### src/rtl/core/itmr64_pkg.sv
// itmr64_pkg: shared types and constants for the 64-bit interval timer
// no dependencies; imported by every module of the timer
`default_nettype none

package itmr64_pkg;

    localparam int CNT_W      = 64;
    localparam int HALF_W     = 16;
    localparam int NUM_HALF   = CNT_W / HALF_W;
    localparam int HALF_IDX_W = $clog2(NUM_HALF);

    localparam logic [CNT_W-1:0] PERIOD_RESET  = CNT_W'(10000);
    localparam logic [1:0]       CTL_READ_MASK = 2'h3;

    // register offsets
    localparam logic [3:0] ADDR_STATUS  = 4'd0;
    localparam logic [3:0] ADDR_CONTROL = 4'd1;
    localparam logic [3:0] ADDR_PERIOD0 = 4'd2;
    localparam logic [3:0] ADDR_PERIOD3 = 4'd5;
    localparam logic [3:0] ADDR_SNAP0   = 4'd6;
    localparam logic [3:0] ADDR_SNAP3   = 4'd9;

    // control register bits
    localparam int CTL_ITO   = 0;
    localparam int CTL_CONT  = 1;
    localparam int CTL_START = 2;
    localparam int CTL_STOP  = 3;

    typedef enum logic [1:0] {
        OP_TICK  = 2'd0,
        OP_READ  = 2'd1,
        OP_WRITE = 2'd2
    } op_t;

    typedef struct packed {
        logic [1:0]        op;
        logic [3:0]        addr;
        logic [HALF_W-1:0] wdata;
    } req_t;

    typedef struct packed {
        logic [HALF_W-1:0] rdata;
        logic              irq;
    } rsp_t;

endpackage

`default_nettype wire

### src/rtl/core/itmr64_core.sv
// itmr64_core: timer state registers and the single-pass request execution
// depends on itmr64_pkg
`default_nettype none

module itmr64_core
    import itmr64_pkg::*;
(
    input  wire logic clk,
    input  wire logic rst_n,
    input  wire logic commit,
    input  wire req_t req,
    output rsp_t      rsp
);

    logic [CNT_W-1:0] period_reg, period_next;
    logic [CNT_W-1:0] count_reg, count_next;
    logic [CNT_W-1:0] snap_reg, snap_next;
    logic ito_reg, ito_next;
    logic cont_reg, cont_next;
    logic to_reg, to_next;
    logic run_reg, run_next;
    logic irq_reg, irq_next;

    logic [CNT_W-1:0]      load_val;
    logic [CNT_W-1:0]      count_dec;
    logic [3:0]            addr_off;
    logic [HALF_IDX_W-1:0] half_idx;
    logic [HALF_W-1:0]     rdata;

    assign load_val  = (period_reg == '0) ? CNT_W'(1) : period_reg;
    assign count_dec = (count_reg != '0) ? count_reg - CNT_W'(1) : count_reg;

    always_comb
    begin
        if (req.addr >= ADDR_SNAP0)
            addr_off = req.addr - ADDR_SNAP0;
        else
            addr_off = req.addr - ADDR_PERIOD0;
        half_idx = addr_off[HALF_IDX_W-1:0];
    end

    always_comb
    begin
        period_next = period_reg;
        count_next  = count_reg;
        snap_next   = snap_reg;
        ito_next    = ito_reg;
        cont_next   = cont_reg;
        to_next     = to_reg;
        run_next    = run_reg;
        irq_next    = irq_reg;
        rdata       = '0;
        unique case (req.op)
            OP_TICK:
            begin
                if (run_reg)
                begin
                    count_next = count_dec;
                    if (count_dec == '0)
                    begin
                        if (ito_reg)
                        begin
                            to_next  = 1'b1;
                            irq_next = 1'b1;
                        end
                        if (cont_reg)
                            count_next = load_val;
                        else
                            run_next = 1'b0;
                    end
                end
            end
            OP_READ:
            begin
                if (req.addr == ADDR_STATUS)
                    rdata = HALF_W'({run_reg, to_reg});
                else if (req.addr == ADDR_CONTROL)
                    rdata = HALF_W'({cont_reg, ito_reg} & CTL_READ_MASK);
                else if (req.addr >= ADDR_PERIOD0 && req.addr <= ADDR_PERIOD3)
                    rdata = period_reg[half_idx*HALF_W +: HALF_W];
                else if (req.addr >= ADDR_SNAP0 && req.addr <= ADDR_SNAP3)
                    rdata = snap_reg[half_idx*HALF_W +: HALF_W];
            end
            OP_WRITE:
            begin
                if (req.addr == ADDR_STATUS)
                begin
                    to_next = req.wdata[0];
                    if (!req.wdata[0])
                        irq_next = 1'b0;
                end
                else if (req.addr == ADDR_CONTROL)
                begin
                    ito_next  = req.wdata[CTL_ITO];
                    cont_next = req.wdata[CTL_CONT];
                    // start is applied before stop
                    if (req.wdata[CTL_START] && !run_reg)
                    begin
                        run_next   = 1'b1;
                        count_next = load_val;
                    end
                    if (req.wdata[CTL_STOP] && (run_reg || req.wdata[CTL_START]))
                        run_next = 1'b0;
                end
                else if (req.addr >= ADDR_PERIOD0 && req.addr <= ADDR_PERIOD3)
                    period_next[half_idx*HALF_W +: HALF_W] = req.wdata;
                else if (req.addr >= ADDR_SNAP0 && req.addr <= ADDR_SNAP3)
                    snap_next = count_reg;
            end
            default:
            begin
                rdata = '0;
            end
        endcase
    end

    assign rsp.rdata = rdata;
    assign rsp.irq   = irq_next;

    always_ff @(posedge clk or negedge rst_n)
    begin
        if (!rst_n)
        begin
            period_reg <= PERIOD_RESET;
            count_reg  <= '0;
            snap_reg   <= '0;
            ito_reg    <= 1'b0;
            cont_reg   <= 1'b0;
            to_reg     <= 1'b0;
            run_reg    <= 1'b0;
            irq_reg    <= 1'b0;
        end
        else if (commit)
        begin
            period_reg <= period_next;
            count_reg  <= count_next;
            snap_reg   <= snap_next;
            ito_reg    <= ito_next;
            cont_reg   <= cont_next;
            to_reg     <= to_next;
            run_reg    <= run_next;
            irq_reg    <= irq_next;
        end
    end

endmodule

`default_nettype wire

### src/rtl/core/interval_timer_64bit_top.sv
// 64-bit interval timer with snapshot
// depends on itmr64_pkg and itmr64_core
//
// usage
//   req channel: one request per item, either a clock tick (op tick) or a
//   register access (op read / write, addr, wdata). rsp channel: one
//   response per request, in order, carrying rdata (zero for ticks and
//   writes) and the interrupt level after the request.
// datapath and throughput
//   a request is held in an input register, executed against the timer
//   state in one pass of combinational logic and written to the response
//   register, which raises rsp_valid. One request per cycle is taken
//   while the response is not stalled by rsp_ready low; the 64-bit
//   decrement and zero compare is the longest path.
// reset
//   rst_n clears both pipeline stages, the counter, snapshot, flags and
//   control bits, and loads the period with 10000.
// stalls
//   while rsp_ready is low the response holds; one further request can sit
//   in the input register, after which req_ready drops.
`default_nettype none

module interval_timer_64bit_top
    import itmr64_pkg::*;
(
    input  wire logic clk,
    input  wire logic rst_n,
    input  wire logic req_valid,
    output logic      req_ready,
    input  wire req_t req,
    output logic      rsp_valid,
    input  wire logic rsp_ready,
    output rsp_t      rsp
);

    req_t item_reg;
    logic item_valid_reg;
    rsp_t rsp_reg;
    logic rsp_valid_reg;
    rsp_t core_rsp;
    logic advance;

    assign advance   = item_valid_reg && (!rsp_valid_reg || rsp_ready);
    assign req_ready = !item_valid_reg || advance;

    itmr64_core u_core (
        .clk    (clk),
        .rst_n  (rst_n),
        .commit (advance),
        .req    (item_reg),
        .rsp    (core_rsp)
    );

    always_ff @(posedge clk or negedge rst_n)
    begin
        if (!rst_n)
        begin
            item_valid_reg <= 1'b0;
            rsp_valid_reg  <= 1'b0;
        end
        else
        begin
            if (req_ready)
                item_valid_reg <= req_valid;
            if (advance)
                rsp_valid_reg <= 1'b1;
            else if (rsp_ready)
                rsp_valid_reg <= 1'b0;
        end
    end

    always_ff @(posedge clk)
    begin
        if (req_valid && req_ready)
            item_reg <= req;
        if (advance)
            rsp_reg <= core_rsp;
    end

    assign rsp_valid = rsp_valid_reg;
    assign rsp       = rsp_reg;

endmodule

`default_nettype wire

### config.mk
export PLATFORM = sky130hd
export DESIGN_NAME = interval_timer_64bit_top
export DESIGN_NICKNAME = d
export VERILOG_FILES = /design/src/rtl/core/itmr64_pkg.sv /design/src/rtl/core/itmr64_core.sv /design/src/rtl/core/interval_timer_64bit_top.sv
export SDC_FILE = /design/constraint.sdc
export NUM_CORES = 1
export LEC_CHECK = 0
export CORE_MARGIN = 1
export CORE_UTILIZATION = 36
export CTS_BUF_LIST = sky130_fd_sc_hd__clkbuf_2
export DETAILED_ROUTE_END_ITERATION = 12
export DONT_BUFFER_PORTS = 1
export REMOVE_ABC_BUFFERS = 1
export SYNTH_ARGS = -nofsm -noshare
export SYNTH_HDL_FRONTEND = slang
export SYNTH_SLANG_ARGS = --single-unit
### constraint.sdc
create_clock -name clk -period 5.65 [get_ports clk]
set_input_delay 0.565 -clock clk [delete_from_list [all_inputs] [get_ports clk]]
set_output_delay 0.565 -clock clk [all_outputs]
set_load 0.02 [all_outputs]
==> results of run 1 <==
[critical path: stages (launching register included)]
cell and delay [ps]:
dfrtp_1 540, inv_1 110, ha_1 290, nor3b_1 580
nand3_1 520, nor3_4 530, nand3_1 230, buf_4 260
a2111o_1 410, nor3_1 150, nand4_1 170, nor4_4 490
a21o_2 280, buf_12 200, nor4_1 60, a311o_1 340
[worst paths after layout]
check / to / startpoint / depth (start not counted)
worst max-delay path: u_core.count_reg[53] / u_core.count_reg[0] / 15
worst min-delay path: item_valid_reg / rsp_ready / 2
worst max register to register: u_core.count_reg[53] / u_core.count_reg[0] / 15
worst min register to register: u_core.irq_reg / u_core.irq_reg / 1
max in group asynchronous: u_core.snap_reg[30] / rst_n / 2
min in group asynchronous: u_core.snap_reg[55] / rst_n / 2
[repair_timing]
| action | in CTS | in global routing |
|---|---|---|
| hold endpoints to repair | 223 | 0 |
| endpoints found under the setup margin | 0 | 0 |
| buffers inserted | 0 | 0 |
| hold buffers | 26 | 0 |
[layout by cell type, fill, tap and decap left out, types with 8 or more instances in the layout]
master	instances
dfrtp_1	194
clkbuf_2	106
nor4_1	60
mux4_2	32
mux2i_1	28
or3_1	18
or4_1	22
a2bb2oi_1	15
o31ai_1	10
edfxtp_1	39
dlygate4sd3_1	25
nand4_1	25
o21ai_0	103
nand2_1	199
and3_1	10
xnor2_1	8
mux2_2	66
nand2b_1	9
nand3_1	50
clkinv_1	10
buf_4	50
a21oi_1	35
nor3_1	51
o2bb2ai_1	13
nor2_1	64
inv_1	26
a22oi_1	39
[where the power goes]
group	internal [mW]	leakage, nW	switching, mW
Combinational	0.418	2.47	0.458
Sequential	2.02	2.83	0.363
Clock	0.584	0.501	0.759
[layer usage]
layer | vias to the layer above | global-route usage, % | wire length, um
met1 | 5875 | 35.2 | 20900
met4 | 0 | 10.5 | 1750
met5 | - | 0 | 0
met3 | 125 | 5.81 | 4320
li1 | 5303 | - | -
met2 | 577 | 41.2 | 22600
[final cells by class]
class | count | share of cell area [%]
inverter | 26 | 0.647
multi-input combinational | 1001 | 45.6
clock buffer | 106 | 3.52
antenna | 3 | 0.0498
tap | 468 | 3.88
sequential | 238 | 40.8
clock inverter | 16 | 0.763
timing repair buffer | 79 | 4.73
[metrics by stage]
stage	util, %	setup WS, ps	hold WS, ps	cell area [sq um]
after floorplan	-	24.1	269	13100
after global placement	38.5	293	290	14100
after detailed placement	38.5	424	289	14100
after CTS	41.0	357	34.6	15100
after global routing	41.0	63.0	50.1	15100
final	41.0	297	105	15100
[kinds of logic (layout without fill, tap and decap cells)]
group | after synthesis | count (layout) | share of synthesized area (%)
buf+inv | 132 | 227 | 3.93
mux | 126 | 126 | 12.9
fa+ha+maj | 7 | 7 | 0.648
compound gates | 289 | 289 | 14.4
xor+xnor | 10 | 10 | 0.648
flops | 238 | 238 | 45.5
simple gates | 569 | 569 | 21.9
other cells | 0 | 3 | 0
==> flow_metrics.env, run 1 <==
export IMPL_status="finished, final reports clean"
export IMPL_avgSynthCellArea_sq_um=9.86
export IMPL_htreeDepth=3
export IMPL_clock_sinks=238
export IMPL_period_needed_ps=5350
export IMPL_core_region_area_sq_um=36800
export IMPL_die_w_um=196
export IMPL_tightest_slew_ps=1200
export IMPL_numCtsBuffers=68
export IMPL_clk_pin_slew_worst_paths_ps=90
export IMPL_grt_max_degree=200
export IMPL_grt_pass1_vias=11700
export IMPL_critPathKind="register to register"
export IMPL_rsz0062_at_grt="no"
export IMPL_antenna_left=0
export IMPL_synth_top_area_cell="dfrtp_1"
export IMPL_grt_first_pass_wirelength_um=74800
export IMPL_finalSetupViolCount=0
export IMPL_async_reset_ff_share_pct=83.6
export IMPL_ys_flop_type="dfrtp_1"
export IMPL_critPathLaunchType="register"
export IMPL_drc=0
export IMPL_hold_violations=0
export IMPL_hpwl_um=35000
export IMPL_cts_resized=0
export IMPL_yosysMostFrequentCell="nand2_1"
export IMPL_place_inst=1786
export IMPL_ys_warnings_count=0
export IMPL_max_cap_violations=0
export IMPL_synthCells=1371
export IMPL_cellLeakagePower_nw=5.80
export IMPL_worstPathRequired_ps=6380
export IMPL_power_total_mw=4.60
export IMPL_area_growth_pct=11.5
export IMPL_crit_arrival_ps=6080
export IMPL_post_route_cells_drive_above_1_share_pct=20.6
export IMPL_io_pins=45
export IMPL_finalNetCount=1447
export IMPL_grt_usage_pct=26.2
export IMPL_fmax_mhz=187
export IMPL_ys_types=82
export IMPL_fin_tns_setup_ps=0
export IMPL_synth_edf_count=39
export IMPL_worstHoldPathType="primary input to register"
export IMPL_multi_input_area_sq_um=6870
export IMPL_report_final_slew_viol_count=0
export IMPL_synthTopCellsByArea="dfrtp_1 (36%), edfxtp_1 (8.7%), nand2_1 (5.6%)"
export IMPL_endpoint_kind="register"
export IMPL_seqCellArea_sq_um=6160
export IMPL_numPortBuffers=0
export IMPL_wirelength_um=49600
export IMPL_die_height_um=196
export IMPL_worstPathMaxFanout=32
export IMPL_netlist_area_sq_um=13500
export IMPL_cts_tree="built"
export IMPL_drt_iter0_drc=1177
export IMPL_dr_pass1_iters=5
export IMPL_vias=11900
export IMPL_rows=70
export IMPL_dieArea_sq_um=38300
export IMPL_clk_latency_ps=900
export IMPL_cellPowerDensity_nw_per_um2=305
export IMPL_gp_congestion=1.01
export IMPL_synth_common_cells="nand2_1 (200), dfrtp_1 (194), o21ai_0 (103), clkbuf_1 (79), mux2_2 (66)"
export IMPL_vdd_drop_max_mv=0.152
export IMPL_synth_top_cell_area_share_pct=35.9
export IMPL_antenna_found_initial=2
export IMPL_maxSlewHeadroom_pct=19.9
export IMPL_overflow=0
export IMPL_finalCritPeriodShare_pct=94.7
export IMPL_fillers=3674
export IMPL_start_util_pct=36.7
export IMPL_final_setup_skew_ps=57.4
export IMPL_reg2reg_slack_ps=300
export IMPL_final_cells=1937
export IMPL_ys_seq_elements=238
export IMPL_clockBufferDepth=3
export IMPL_wl_per_cell_um=25.6
export IMPL_root_buffer="clkbuf_2"
export IMPL_viasPerCell=6.13
export IMPL_seq_area_frac_synth_pct=45.5
Power figures use the tool's default switching activity.
==> run 2, diff against run 1 <==
--- a/config.mk
+++ b/config.mk
@@ -10,7 +10,6 @@
 export CTS_BUF_LIST = sky130_fd_sc_hd__clkbuf_2
 export DETAILED_ROUTE_END_ITERATION = 12
 export DONT_BUFFER_PORTS = 1
-export REMOVE_ABC_BUFFERS = 1
 export SYNTH_ARGS = -nofsm -noshare
 export SYNTH_HDL_FRONTEND = slang
 export SYNTH_SLANG_ARGS = --single-unit
==> flow_metrics.env, run 2 (synthesis results as in run 1) <==
export IMPL_viasPerCell=6.21
export IMPL_grt_first_pass_wirelength_um=78700
export IMPL_holdPathEnd="item_reg[11]"
export IMPL_power_switching_mw=1.63
export IMPL_start_util_pct=36.7
export IMPL_io_pins=45
export IMPL_final_setup_skew_ps=71.3
export IMPL_critPathKind="register to register"
export IMPL_fin_tns_setup_ps=0
export IMPL_die_height_um=196
export IMPL_clk_pin_slew_worst_paths_ps=120
export IMPL_hpwl_um=38000
export IMPL_crit_path_frequent_cell="buf_4"
export IMPL_hold_buffers=27
export IMPL_clk_latency_ps=990
export IMPL_clock_sinks=238
export IMPL_htreeDepth=2
export IMPL_rsz0062_at_grt="no"
export IMPL_post_route_cells_drive_above_1_share_pct=20.5
export IMPL_min_from="req[11]"
export IMPL_worstHoldPathType="primary input to register"
export IMPL_report_final_slew_viol_count=0
export IMPL_grt_usage_pct=27.7
export IMPL_reg2reg_to="u_core.count_reg[25]"
export IMPL_seq_power_share_pct=51.1
export IMPL_cts_setup_buffers=0
export IMPL_layout_common_cells="nand2_1 (199), dfrtp_1 (194), o21ai_0 (103)"
export IMPL_syn_nets=1404
export IMPL_grt_max_degree=200
export IMPL_rows=70
export IMPL_place_inst=1799
export IMPL_gp_congestion=0.992
export IMPL_worstPathRequired_ps=6470
export IMPL_critPathLaunchType="register"
export IMPL_power_internal_mw=2.96
export IMPL_cp_top_family="simple AND/OR/NAND/NOR gates"
export IMPL_root_buffer="clkbuf_2"
export IMPL_fillers=3658
export IMPL_core_region_area_sq_um=36800
export IMPL_area_growth_pct=12.1
export IMPL_cp_num_buf_inv=4
export IMPL_layout_commonest_cell="nand2_1"
export IMPL_die_w_um=196
export IMPL_worstPathMaxFanout=20
export IMPL_fmax_mhz=191
export IMPL_grt_pass1_vias=11800
export IMPL_status="finished, final reports clean"
export IMPL_crit_arrival_ps=6060
export IMPL_slowest_stage="or3b_1"
export IMPL_combPwrFrac_pct=21.4
export IMPL_numPortBuffers=0
export IMPL_drt_iter0_drc=1450
export IMPL_wirelength_um=52600
export IMPL_swShare_pct=35.5
export IMPL_finalNetCount=1454
export IMPL_drc=0
export IMPL_rr_worst_depth=16
export IMPL_vias=12100
export IMPL_numCtsBuffers=61
export IMPL_cpPeakStageDelay_ps=560
export IMPL_hold_violations=0
export IMPL_r2r_start="u_core.count_reg[0]"
export IMPL_finalCritPeriodShare_pct=92.8
export IMPL_cellLeakagePower_nw=5.83
export IMPL_crit_path_start="u_core.count_reg[0]"
export IMPL_reg2reg_slack_ps=410
export IMPL_vdd_drop_max_mv=0.175
export IMPL_cts_tree="built"
export IMPL_power_frac_clock_pct=27.5
export IMPL_antenna_left=0
export IMPL_endpoint_kind="register"
export IMPL_final_cells=1942
export IMPL_clockBufferDepth=3
export IMPL_wl_per_cell_um=27.1
export IMPL_hold_depth=1
export IMPL_antenna_found_initial=2
export IMPL_tightest_slew_ps=1290
export IMPL_path_cells="inv_1 -> ha_1 -> or3b_1 -> nor3_4 -> nand3_1 -> nor3_1 -> a31oi_1 -> nor4_1 -> nand4_1 -> nor4_4 -> buf_4 -> a21oi_4 -> buf_12 -> buf_4 -> mux2i_1 -> a2bb2oi_1"
export IMPL_dr_pass1_iters=6
export IMPL_period_needed_ps=5240
export IMPL_dieArea_sq_um=38300
export IMPL_cellPowerDensity_nw_per_um2=303
export IMPL_cts_resized=0
export IMPL_maxSlewHeadroom_pct=14.0
export IMPL_max_cap_violations=0
export IMPL_overflow=0
export IMPL_finalSetupViolCount=0
==> run 2: cell types whose count changed in the layout (fill, tap and decap cells not counted), sizes merged, moves of 2 or more <==
cell	change
buf	+13
clkinv	+6
diode	-2
clkbuf	-12
==> run 2: stage by stage <==
| step | setup WS [ps] | hold slack [ps] | power, mW | area (sq um) | util (%) |
|---|---|---|---|---|---|
| floorplan | 1420 | 269 | 2.86 | 13500 | - |
| global placement | 504 | 285 | 3.28 | 14300 | 38.8 |
| detailed placement | 559 | 285 | 3.30 | 14300 | 38.8 |
| CTS | 461 | 108 | 4.61 | 15100 | 41.2 |
| global route | 130 | 121 | 4.82 | 15200 | 41.2 |
| finish | 409 | 200 | 4.60 | 15200 | 41.2 |
==> run 2: layer usage <==
layer | vias to the layer above | track usage, % | routed length [um]
li1 | 5317 | - | -
met1 | 6008 | 38.9 | 22600
met4 | 0 | 11.1 | 2030
met5 | - | 0 | 0
met2 | 624 | 41.1 | 22800
met3 | 114 | 6.46 | 5090
==> run 2: cell type report <==
class	instances	area (sq um)	share of cell area (%)
multi-input cells	1001	6860	45.3
clock buffers	94	470	3.11
inverters	26	97.6	0.644
clock inverters	21	119	0.785
flip-flops and latches	238	6160	40.6
well taps	468	586	3.86
diodes	1	2.50	0.0165
repair buffers	93	858	5.67
==> run 2: power by group through the flow <==
| stage | Sequential, mW | Clock [mW] | Combinational [mW] |
|---|---|---|---|
| 5_1_grt | 2.38 | 1.39 | 1.05 |
| 6_report | 2.35 | 1.26 | 0.983 |
| 4_1_cts | 2.34 | 1.30 | 0.978 |
| 3_3_place_gp | 2.36 | 0 | 0.919 |
| 2_1_floorplan | 2.22 | 0 | 0.641 |
| 3_5_place_dp | 2.37 | 0 | 0.928 |
==> run 2: worst max path at each step <==
stage | endpoint | cells after the start
floorplan | u_core.count_reg[53] | 18
global placement | u_core.count_reg[12] | 14
finish | u_core.count_reg[25] | 16
CTS | u_core.count_reg[42] | 16
global route | u_core.count_reg[54] | 16
detailed placement | u_core.count_reg[25] | 16
